$ cat config.mk
export PLATFORM = sky130hd
export DESIGN_NAME = fasthash64_stream
export DESIGN_NICKNAME = d
export VERILOG_FILES = /design/src/fh64_pkg.sv /design/src/fasthash64_stream.sv /design/src/fh64_front.sv /design/src/fh64_queue.sv /design/src/fh64_mul.sv /design/src/fh64_back.sv
export SDC_FILE = /design/constraint.sdc
export NUM_CORES = 2
export LEC_CHECK = 0
export ABC_AREA = 0
export CAP_MARGIN = 0
export CORE_MARGIN = 10
export CORE_UTILIZATION = 54
export CTS_BUF_LIST = sky130_fd_sc_hd__clkbuf_2
export CTS_CLUSTER_SIZE = 40
export DETAILED_ROUTE_END_ITERATION = 8
export DONT_BUFFER_PORTS = 1
export PLACE_DENSITY = 0.69
export SYNTH_ARGS = -nofsm -noshare
export SYNTH_HDL_FRONTEND = slang
export SYNTH_HIERARCHICAL = 1
export SYNTH_SLANG_ARGS = --single-unit
$ cat constraint.sdc
create_clock -name i_clk -period 18.4 [get_ports i_clk]
set_clock_uncertainty 0.2 [all_clocks]
set_input_delay 1.84 -clock i_clk [delete_from_list [all_inputs] [get_ports i_clk]]
set_output_delay 1.84 -clock i_clk [all_outputs]
set_load 0.01 [all_outputs]
$ cat src/fh64_pkg.sv
// Shared types, constants and mixing helpers for the fasthash64 stream block.
// Used by every module of the block and by its checker. No dependencies.
package fh64_pkg;

    localparam logic [63:0] HASH_M   = 64'h8803_55f2_1e6d_1965;
    localparam logic [63:0] MIX_K    = 64'h2127_599b_f432_5c37;
    localparam int          MIX_SH1  = 23;
    localparam int          MIX_SH2  = 47;
    localparam logic [63:0] SEED_RST = 64'd271;

    typedef struct packed {
        logic [63:0] data_word;
        logic [3:0]  valid_bytes;
        logic [31:0] message_length;
        logic        first_word;
        logic        last_word;
    } t_in_item;

    typedef struct packed {
        logic [63:0] hash64;
        logic [31:0] hash32;
    } t_out_item;

    typedef struct packed {
        logic [63:0] word;
        logic        absorb;
        logic [31:0] length;
        logic        first;
        logic        last;
    } t_job;

    typedef struct packed {
        logic        start;
        logic [63:0] a;
        logic [63:0] b;
    } t_mul_req;

    typedef struct packed {
        logic        done;
        logic [63:0] p;
    } t_mul_rsp;

    function automatic logic [63:0] mix_pre(input logic [63:0] x);
        mix_pre = x ^ (x >> MIX_SH1);
    endfunction

    function automatic logic [63:0] mix_post(input logic [63:0] x);
        mix_post = x ^ (x >> MIX_SH2);
    endfunction

endpackage

$ cat src/fasthash64_stream.sv
// fasthash64 stream hasher, top level: seed register, front end, job queue, back end.
// Depends on fh64_pkg, fh64_front, fh64_queue and fh64_back.
//
// Hashes a message given as little-endian 64-bit words and returns the 64-bit hash
// and its 32-bit fold on the word marked last. The front end pads each word and
// queues it at once, so the input stays ready while the queue has room. The back
// end runs the words through one shared 32x32 multiplier, each 64-bit product
// taking an operand load, then three partial products. The seed port is always
// ready; the user must write it only while no message is in flight, as the
// block itself does not enforce this.
module fasthash64_stream
    import fh64_pkg::*;
#(
    parameter int QUEUE_DEPTH = 2
) (
    input  logic        i_clk,
    input  logic        i_rst_n,
    input  logic        i_in_valid,
    output logic        o_in_ready,
    input  t_in_item    i_in_item,
    output logic        o_out_valid,
    input  logic        i_out_ready,
    output t_out_item   o_out_item,
    input  logic        i_cfg_valid,
    output logic        o_cfg_ready,
    input  logic [63:0] i_cfg_data
);

    logic [63:0] r_seed;
    logic        w_push;
    t_job        w_push_job;
    logic        w_full;
    logic        w_pop;
    logic        w_empty;
    t_job        w_head_job;

    assign o_cfg_ready = 1'b1;

    always_ff @(posedge i_clk) begin
        if (!i_rst_n) begin
            r_seed <= SEED_RST;
        end else if (i_cfg_valid) begin
            r_seed <= i_cfg_data;
        end
    end

    fh64_front u_front (
        .i_in_valid (i_in_valid),
        .o_in_ready (o_in_ready),
        .i_in_item  (i_in_item),
        .o_push     (w_push),
        .o_job      (w_push_job),
        .i_full     (w_full)
    );

    fh64_queue #(
        .DEPTH (QUEUE_DEPTH)
    ) u_queue (
        .i_clk   (i_clk),
        .i_rst_n (i_rst_n),
        .i_push  (w_push),
        .i_job   (w_push_job),
        .o_full  (w_full),
        .i_pop   (w_pop),
        .o_empty (w_empty),
        .o_job   (w_head_job)
    );

    fh64_back u_back (
        .i_clk       (i_clk),
        .i_rst_n     (i_rst_n),
        .i_seed      (r_seed),
        .i_empty     (w_empty),
        .i_job       (w_head_job),
        .o_pop       (w_pop),
        .o_out_valid (o_out_valid),
        .i_out_ready (i_out_ready),
        .o_out_item  (o_out_item)
    );

endmodule

$ cat src/fh64_front.sv
// Front end: takes input words, pads partial words and classifies them into jobs.
// Depends on fh64_pkg.
module fh64_front
    import fh64_pkg::*;
(
    input  logic     i_in_valid,
    output logic     o_in_ready,
    input  t_in_item i_in_item,
    output logic     o_push,
    output t_job     o_job,
    input  logic     i_full
);

    logic [63:0] w_word;

    always_comb begin
        for (int i = 0; i < 8; i++) begin
            if (i_in_item.valid_bytes > 4'(i)) begin
                w_word[i*8 +: 8] = i_in_item.data_word[i*8 +: 8];
            end else begin
                w_word[i*8 +: 8] = 8'h00;
            end
        end
    end

    assign o_in_ready   = !i_full;
    assign o_push       = i_in_valid && !i_full;
    assign o_job.word   = w_word;
    assign o_job.absorb = (i_in_item.valid_bytes != 4'd0);
    assign o_job.length = i_in_item.message_length;
    assign o_job.first  = i_in_item.first_word;
    assign o_job.last   = i_in_item.last_word;

endmodule

$ cat src/fh64_queue.sv
// Short job queue between the front end and the hashing back end.
// Depends on fh64_pkg.
module fh64_queue
    import fh64_pkg::*;
#(
    parameter int DEPTH = 2
) (
    input  logic i_clk,
    input  logic i_rst_n,
    input  logic i_push,
    input  t_job i_job,
    output logic o_full,
    input  logic i_pop,
    output logic o_empty,
    output t_job o_job
);

    localparam int PW = (DEPTH > 1) ? $clog2(DEPTH) : 1;
    localparam int CW = $clog2(DEPTH + 1);

    t_job          r_mem [DEPTH];
    logic [PW-1:0] r_wr;
    logic [PW-1:0] r_rd;
    logic [CW-1:0] r_cnt;
    logic [PW-1:0] n_wr;
    logic [PW-1:0] n_rd;
    logic [CW-1:0] n_cnt;
    logic          w_push;
    logic          w_pop;

    assign o_full  = (r_cnt == CW'(DEPTH));
    assign o_empty = (r_cnt == '0);
    assign w_push  = i_push && !o_full;
    assign w_pop   = i_pop && !o_empty;
    assign o_job   = r_mem[r_rd];

    always_comb begin
        n_wr  = r_wr;
        n_rd  = r_rd;
        n_cnt = r_cnt;
        if (w_push) begin
            n_wr = (r_wr == PW'(DEPTH - 1)) ? '0 : r_wr + PW'(1);
        end
        if (w_pop) begin
            n_rd = (r_rd == PW'(DEPTH - 1)) ? '0 : r_rd + PW'(1);
        end
        if (w_push && !w_pop) begin
            n_cnt = r_cnt + CW'(1);
        end else if (w_pop && !w_push) begin
            n_cnt = r_cnt - CW'(1);
        end
    end

    always_ff @(posedge i_clk) begin
        if (!i_rst_n) begin
            r_wr  <= '0;
            r_rd  <= '0;
            r_cnt <= '0;
        end else begin
            r_wr  <= n_wr;
            r_rd  <= n_rd;
            r_cnt <= n_cnt;
        end
    end

    always_ff @(posedge i_clk) begin
        if (w_push) begin
            r_mem[r_wr] <= i_job;
        end
    end

endmodule

$ cat src/fh64_mul.sv
// Iterative 64x64 multiplier giving the low 64 bits, one 32x32 partial product a cycle.
// Depends on fh64_pkg.
module fh64_mul
    import fh64_pkg::*;
(
    input  logic     i_clk,
    input  logic     i_rst_n,
    input  t_mul_req i_req,
    output t_mul_rsp o_rsp
);

    logic [63:0] r_a;
    logic [63:0] r_b;
    logic [63:0] r_acc;
    logic [1:0]  r_step;
    logic        r_busy;
    logic        r_done;
    logic [31:0] w_ma;
    logic [31:0] w_mb;
    logic [63:0] w_prod;
    logic [63:0] n_acc;

    always_comb begin
        case (r_step)
            2'd0: begin
                w_ma = r_a[31:0];
                w_mb = r_b[31:0];
            end
            2'd1: begin
                w_ma = r_a[31:0];
                w_mb = r_b[63:32];
            end
            default: begin
                w_ma = r_a[63:32];
                w_mb = r_b[31:0];
            end
        endcase
        w_prod = 64'(w_ma) * 64'(w_mb);
        if (r_step == 2'd0) begin
            n_acc = w_prod;
        end else begin
            n_acc = r_acc + {w_prod[31:0], 32'h0};
        end
    end

    always_ff @(posedge i_clk) begin
        if (!i_rst_n) begin
            r_busy <= 1'b0;
            r_done <= 1'b0;
            r_step <= 2'd0;
        end else begin
            r_done <= 1'b0;
            if (i_req.start) begin
                r_busy <= 1'b1;
                r_step <= 2'd0;
            end else if (r_busy) begin
                if (r_step == 2'd2) begin
                    r_busy <= 1'b0;
                    r_done <= 1'b1;
                    r_step <= 2'd0;
                end else begin
                    r_step <= r_step + 2'd1;
                end
            end
        end
    end

    always_ff @(posedge i_clk) begin
        if (i_req.start) begin
            r_a <= i_req.a;
            r_b <= i_req.b;
        end
        if (r_busy && !i_req.start) begin
            r_acc <= n_acc;
        end
    end

    assign o_rsp.done = r_done;
    assign o_rsp.p    = r_acc;

endmodule

$ cat src/fh64_back.sv
// Back end: sequences the seed, absorb and finalise steps of each job over the
// shared multiplier and holds the result word. Depends on fh64_pkg and fh64_mul.
module fh64_back
    import fh64_pkg::*;
(
    input  logic        i_clk,
    input  logic        i_rst_n,
    input  logic [63:0] i_seed,
    input  logic        i_empty,
    input  t_job        i_job,
    output logic        o_pop,
    output logic        o_out_valid,
    input  logic        i_out_ready,
    output t_out_item   o_out_item
);

    typedef enum logic [10:0] {
        S_IDLE = 11'b000_0000_0001,
        S_HEAD = 11'b000_0000_0010,
        S_LEN  = 11'b000_0000_0100,
        S_BODY = 11'b000_0000_1000,
        S_MIXW = 11'b000_0001_0000,
        S_H1   = 11'b000_0010_0000,
        S_H2   = 11'b000_0100_0000,
        S_TAIL = 11'b000_1000_0000,
        S_F1   = 11'b001_0000_0000,
        S_F2   = 11'b010_0000_0000,
        S_OUT  = 11'b100_0000_0000
    } t_state;

    t_state      r_state;
    t_state      n_state;
    t_job        r_job;
    t_job        n_job;
    logic [63:0] r_rh;
    logic [63:0] n_rh;
    logic [63:0] r_rh32;
    logic [63:0] n_rh32;
    logic [63:0] r_mv;
    logic [63:0] n_mv;
    logic [63:0] r_h64;
    logic [63:0] n_h64;
    logic [31:0] r_h32;
    logic [31:0] n_h32;
    logic        r_out_valid;
    logic        n_out_valid;
    t_out_item   r_out;
    t_out_item   n_out;
    t_mul_req    w_req;
    t_mul_rsp    w_rsp;
    logic [63:0] w_post;

    fh64_mul u_mul (
        .i_clk   (i_clk),
        .i_rst_n (i_rst_n),
        .i_req   (w_req),
        .o_rsp   (w_rsp)
    );

    assign w_post = mix_post(w_rsp.p);
    assign o_pop  = (r_state == S_IDLE) && !i_empty;

    always_comb begin
        n_state     = r_state;
        n_job       = r_job;
        n_rh        = r_rh;
        n_rh32      = r_rh32;
        n_mv        = r_mv;
        n_h64       = r_h64;
        n_h32       = r_h32;
        n_out_valid = r_out_valid;
        n_out       = r_out;
        w_req       = '0;
        if (r_out_valid && i_out_ready) begin
            n_out_valid = 1'b0;
        end
        unique case (r_state)
            S_IDLE: begin
                if (!i_empty) begin
                    n_job   = i_job;
                    n_state = S_HEAD;
                end
            end
            S_HEAD: begin
                if (r_job.first) begin
                    w_req.start = 1'b1;
                    w_req.a     = {32'h0, r_job.length};
                    w_req.b     = HASH_M;
                    n_state     = S_LEN;
                end else begin
                    n_state = S_BODY;
                end
            end
            S_LEN: begin
                if (w_rsp.done) begin
                    n_rh    = i_seed ^ w_rsp.p;
                    n_rh32  = {32'h0, i_seed[31:0]} ^ w_rsp.p;
                    n_state = S_BODY;
                end
            end
            S_BODY: begin
                if (r_job.absorb) begin
                    w_req.start = 1'b1;
                    w_req.a     = mix_pre(r_job.word);
                    w_req.b     = MIX_K;
                    n_state     = S_MIXW;
                end else begin
                    n_state = S_TAIL;
                end
            end
            S_MIXW: begin
                if (w_rsp.done) begin
                    n_mv        = w_post;
                    w_req.start = 1'b1;
                    w_req.a     = r_rh ^ w_post;
                    w_req.b     = HASH_M;
                    n_state     = S_H1;
                end
            end
            S_H1: begin
                if (w_rsp.done) begin
                    n_rh        = w_rsp.p;
                    w_req.start = 1'b1;
                    w_req.a     = r_rh32 ^ r_mv;
                    w_req.b     = HASH_M;
                    n_state     = S_H2;
                end
            end
            S_H2: begin
                if (w_rsp.done) begin
                    n_rh32  = w_rsp.p;
                    n_state = S_TAIL;
                end
            end
            S_TAIL: begin
                if (r_job.last) begin
                    w_req.start = 1'b1;
                    w_req.a     = mix_pre(r_rh);
                    w_req.b     = MIX_K;
                    n_state     = S_F1;
                end else begin
                    n_state = S_IDLE;
                end
            end
            S_F1: begin
                if (w_rsp.done) begin
                    n_h64       = w_post;
                    w_req.start = 1'b1;
                    w_req.a     = mix_pre(r_rh32);
                    w_req.b     = MIX_K;
                    n_state     = S_F2;
                end
            end
            S_F2: begin
                if (w_rsp.done) begin
                    n_h32   = w_post[31:0] - w_post[63:32];
                    n_state = S_OUT;
                end
            end
            S_OUT: begin
                if (!r_out_valid || i_out_ready) begin
                    n_out_valid  = 1'b1;
                    n_out.hash64 = r_h64;
                    n_out.hash32 = r_h32;
                    n_state      = S_IDLE;
                end
            end
            default: begin
                n_state = S_IDLE;
            end
        endcase
    end

    always_ff @(posedge i_clk) begin
        if (!i_rst_n) begin
            r_state     <= S_IDLE;
            r_rh        <= '0;
            r_rh32      <= '0;
            r_out_valid <= 1'b0;
        end else begin
            r_state     <= n_state;
            r_rh        <= n_rh;
            r_rh32      <= n_rh32;
            r_out_valid <= n_out_valid;
        end
    end

    always_ff @(posedge i_clk) begin
        r_job <= n_job;
        r_mv  <= n_mv;
        r_h64 <= n_h64;
        r_h32 <= n_h32;
        r_out <= n_out;
    end

    assign o_out_valid = r_out_valid;
    assign o_out_item  = r_out;

endmodule

==> flow_metrics.env <==
export IMPL_rsz0062_at_grt="false"
export IMPL_grt_pass1_wl_um=356000
export IMPL_clockBufferDepth=3
export IMPL_ant_nets=0
export IMPL_num_rows=136
export IMPL_drt_iter0_markers=5811
export IMPL_ctsResizeCount=0
export IMPL_ys_types=91
export IMPL_grt_overflow_total=0
export IMPL_worstMarginPinSlew_ns=1.45
export IMPL_cts_tree="done"
export IMPL_drv_slew=0
export IMPL_die_y_um=391
export IMPL_tns_ns=0
export IMPL_antenna_found_initial=18
export IMPL_nNetsFinal=8301
export IMPL_h_tree_depth=4
export IMPL_ys_async_sr_fraction_pct=0
export IMPL_setup_slack_ns=7.14
export IMPL_grt_max_degree=210
export IMPL_firstDrtPassIters=9
export IMPL_syn_area_per_cell_um2=10.9
export IMPL_critPathCaptureType="flop"
export IMPL_synth_cells=6828
export IMPL_yosys_warnings=6
export IMPL_hold_buffers=82
export IMPL_start_util_pct=54.2
export IMPL_start_kind="flop"
export IMPL_core_area_um2=137000
export IMPL_port_buffers=0
export IMPL_place_inst=8384
export IMPL_max_freq_mhz=88.8
export IMPL_grt_usage_pct=31.6
export IMPL_synth_edf_count=745
export IMPL_num_io_pins=270
export IMPL_setup_viol=0
export IMPL_finalNonFillerCells=8903
export IMPL_synthesis_area_um2=74400
export IMPL_dp_slack_ns=7.26
export IMPL_routedWlPerCell_um=27.2
export IMPL_critPathMostFrequentCell="fa_1"
export IMPL_min_period_ns=11.26
export IMPL_cts_inserted_buffers=230
export IMPL_cts_root_buf="clkbuf_2"
export IMPL_dieArea_um2=153000
export IMPL_dieWidth_um=391
export IMPL_synthFlopType="edfxtp_1"
export IMPL_post_route_drc_count=0
export IMPL_grt_pass1_vias=55016
export IMPL_synth_yosys_seq_area_share_pct=35.8
export IMPL_cp_max_fo=69
export IMPL_cap_viol_max_count=0
export IMPL_cpPeakStageDelay_ns=1.09
export IMPL_hold_class="reg2reg"
export IMPL_area_growth_pct=6.33
export IMPL_post_route_period_util_pct=61.2
export IMPL_via_per_inst=6.03
export IMPL_clk_pin_slew_ns=0.10
export IMPL_slew_headroom_pct=3.12
export IMPL_hpwl_um=180000
export IMPL_num_vias=53648
export IMPL_required_ns=19.54
export IMPL_post_cts_repair_setup_buffers=0
export IMPL_gp_congestion=0.975
export IMPL_clkSinkCount=958
export IMPL_finalWirelength_um=243000
export IMPL_synth_seq_cells=958
export IMPL_setup_worst_path_class="reg2reg"
export IMPL_drive_gt1_share_pct=11.0
export IMPL_crit_path_top_delay_cell="dfxtp_4"
export IMPL_hold_viol=0
export IMPL_arrival_ns=12.40
export IMPL_outcome="finished, final reports clean"
export IMPL_clk_latency_ns=1.77
==> final cells by class <==
type | instances | area, um2
fillers | 11592 | 58000
multi-input cells | 4579 | 42800
flip-flops and latches | 958 | 26600
inverters | 928 | 3490
well taps | 1794 | 2240
repair buffers | 207 | 1760
clock buffers | 350 | 1750
clock inverters | 80 | 448
diodes | 7 | 17.5
==> registers in the layout, summed over array words and instances, names as in the netlist, 32 cells and up, named ones only <==
signal              count
u_back/r_h32           32
u_back/r_rh            64
u_back/u_mul/r_a       64
u_back/r_mv            64
u_back/r_h64           64
u_back/u_mul/r_b       64
u_back/u_mul/r_acc     64
u_queue/r_mem         198
u_back/o_out_item      96
r_seed                 64
u_back/r_job           99
u_back/r_rh32          64
==> cells in the final DEF, fill, tap and decap left out, drive strengths merged, types with 20 or more instances in the layout <==
cell         count
a21boi          42
a21o            63
a21oi          181
a221o           31
a221oi          88
and2            67
and2b           24
and3            22
buf            125
clkbuf         350
clkinv          68
conb            20
dfxtp          213
dlygate4sd3     82
edfxtp         745
fa             898
ha             328
inv            937
mux2           161
mux2i          123
nand2         1004
nand3           32
nand4           35
nor2           457
nor2b           96
nor3            42
o211a          122
o21ai          161
o221a           39
o221ai          30
xnor2          108
xor2           180
==> Yosys cell counts, drive strengths merged, types with 30 or more instances <==
cell	count	area share [%]
mux2	161	2.5
xnor2	108	1.3
nand4	35	0.30
inv	927	4.7
ha	328	5.5
fa	898	24
o221a	39	0.59
xor2	180	2.1
o221ai	30	0.35
a21o	63	0.64
mux2i	123	1.7
dfxtp	213	5.7
nand2	1004	5.1
a21oi	181	1.2
a21boi	42	0.42
nor2b	96	0.81
a221o	31	0.42
nor3	42	0.30
o211a	122	1.6
edfxtp	745	30
clkbuf	258	1.3
buf	123	1.1
nor2	457	2.3
a221oi	88	1.0
and2	67	0.56
o21ai	161	1.1
nand3	32	0.22
==> logic make-up (layout without fill, tap and decap cells) <==
logic type	after synthesis	after routing	share of synthesized area (%)
fa+ha+maj	1226	1226	29.7
mux	284	284	4.14
buf+inv	1309	1565	7.11
flops	958	958	35.8
compound gates	916	916	9.21
xor+xnor	288	288	3.39
other cells	2	27	0.0101
simple gates	1845	1845	10.7
==> per-stage QoR <==
step,hold slack (ns),area (um2),utilization [%]
6_report,0.157,79100,57.7
5_1_grt,0.0674,79100,57.7
4_1_cts,0.00315,79100,57.7
3_5_place_dp,0.205,76100,55.5
3_3_place_gp,0.203,76100,55.5
2_1_floorplan,0.200,74500,-
==> routing by layer <==
layer / vias to the layer above / routed length (um) / part of all wire, % / GRT usage [%]
li1: 22861 / - / - / -
met3: 681 / 24600 / 10 / 6.96
met1: 27122 / 89100 / 37 / 39.6
met4: 6 / 17100 / 7.0 / 19.5
met2: 2978 / 112000 / 46 / 49.8
met5: - / 38 / 0.016 / 0
==> worst paths after layout <==
kind                                             start                endpoint  slack, ns  cells past startpoint
worst min register to register         u_back/r_h32[4]    u_back/o_out_item[4]       0.16                      0
worst min-delay path                   u_back/r_h32[4]    u_back/o_out_item[4]       0.16                      0
worst max-delay path            u_back/u_mul/r_step[1]  u_back/u_mul/r_acc[63]       7.14                     33
worst max register to register  u_back/u_mul/r_step[1]  u_back/u_mul/r_acc[63]       7.14                     33
==> critical path: cells and delay by family, from the launching register on <==
| kind | cells | cell delay, ns |
|---|---|---|
| adder cells (fa/ha/maj) | 10 | 4.06 |
| AO/OA/AOI/OAI | 11 | 2.51 |
| flip-flops | 1 | 1.09 |
| AND/OR/NAND/NOR | 5 | 0.97 |
| multiplexers | 2 | 0.92 |
| buffers and inverters | 3 | 0.83 |
| XOR/XNOR | 2 | 0.31 |
Power is not shown: default switching activity piles up to over one toggle a cycle in this logic, so the estimate is an artifact.
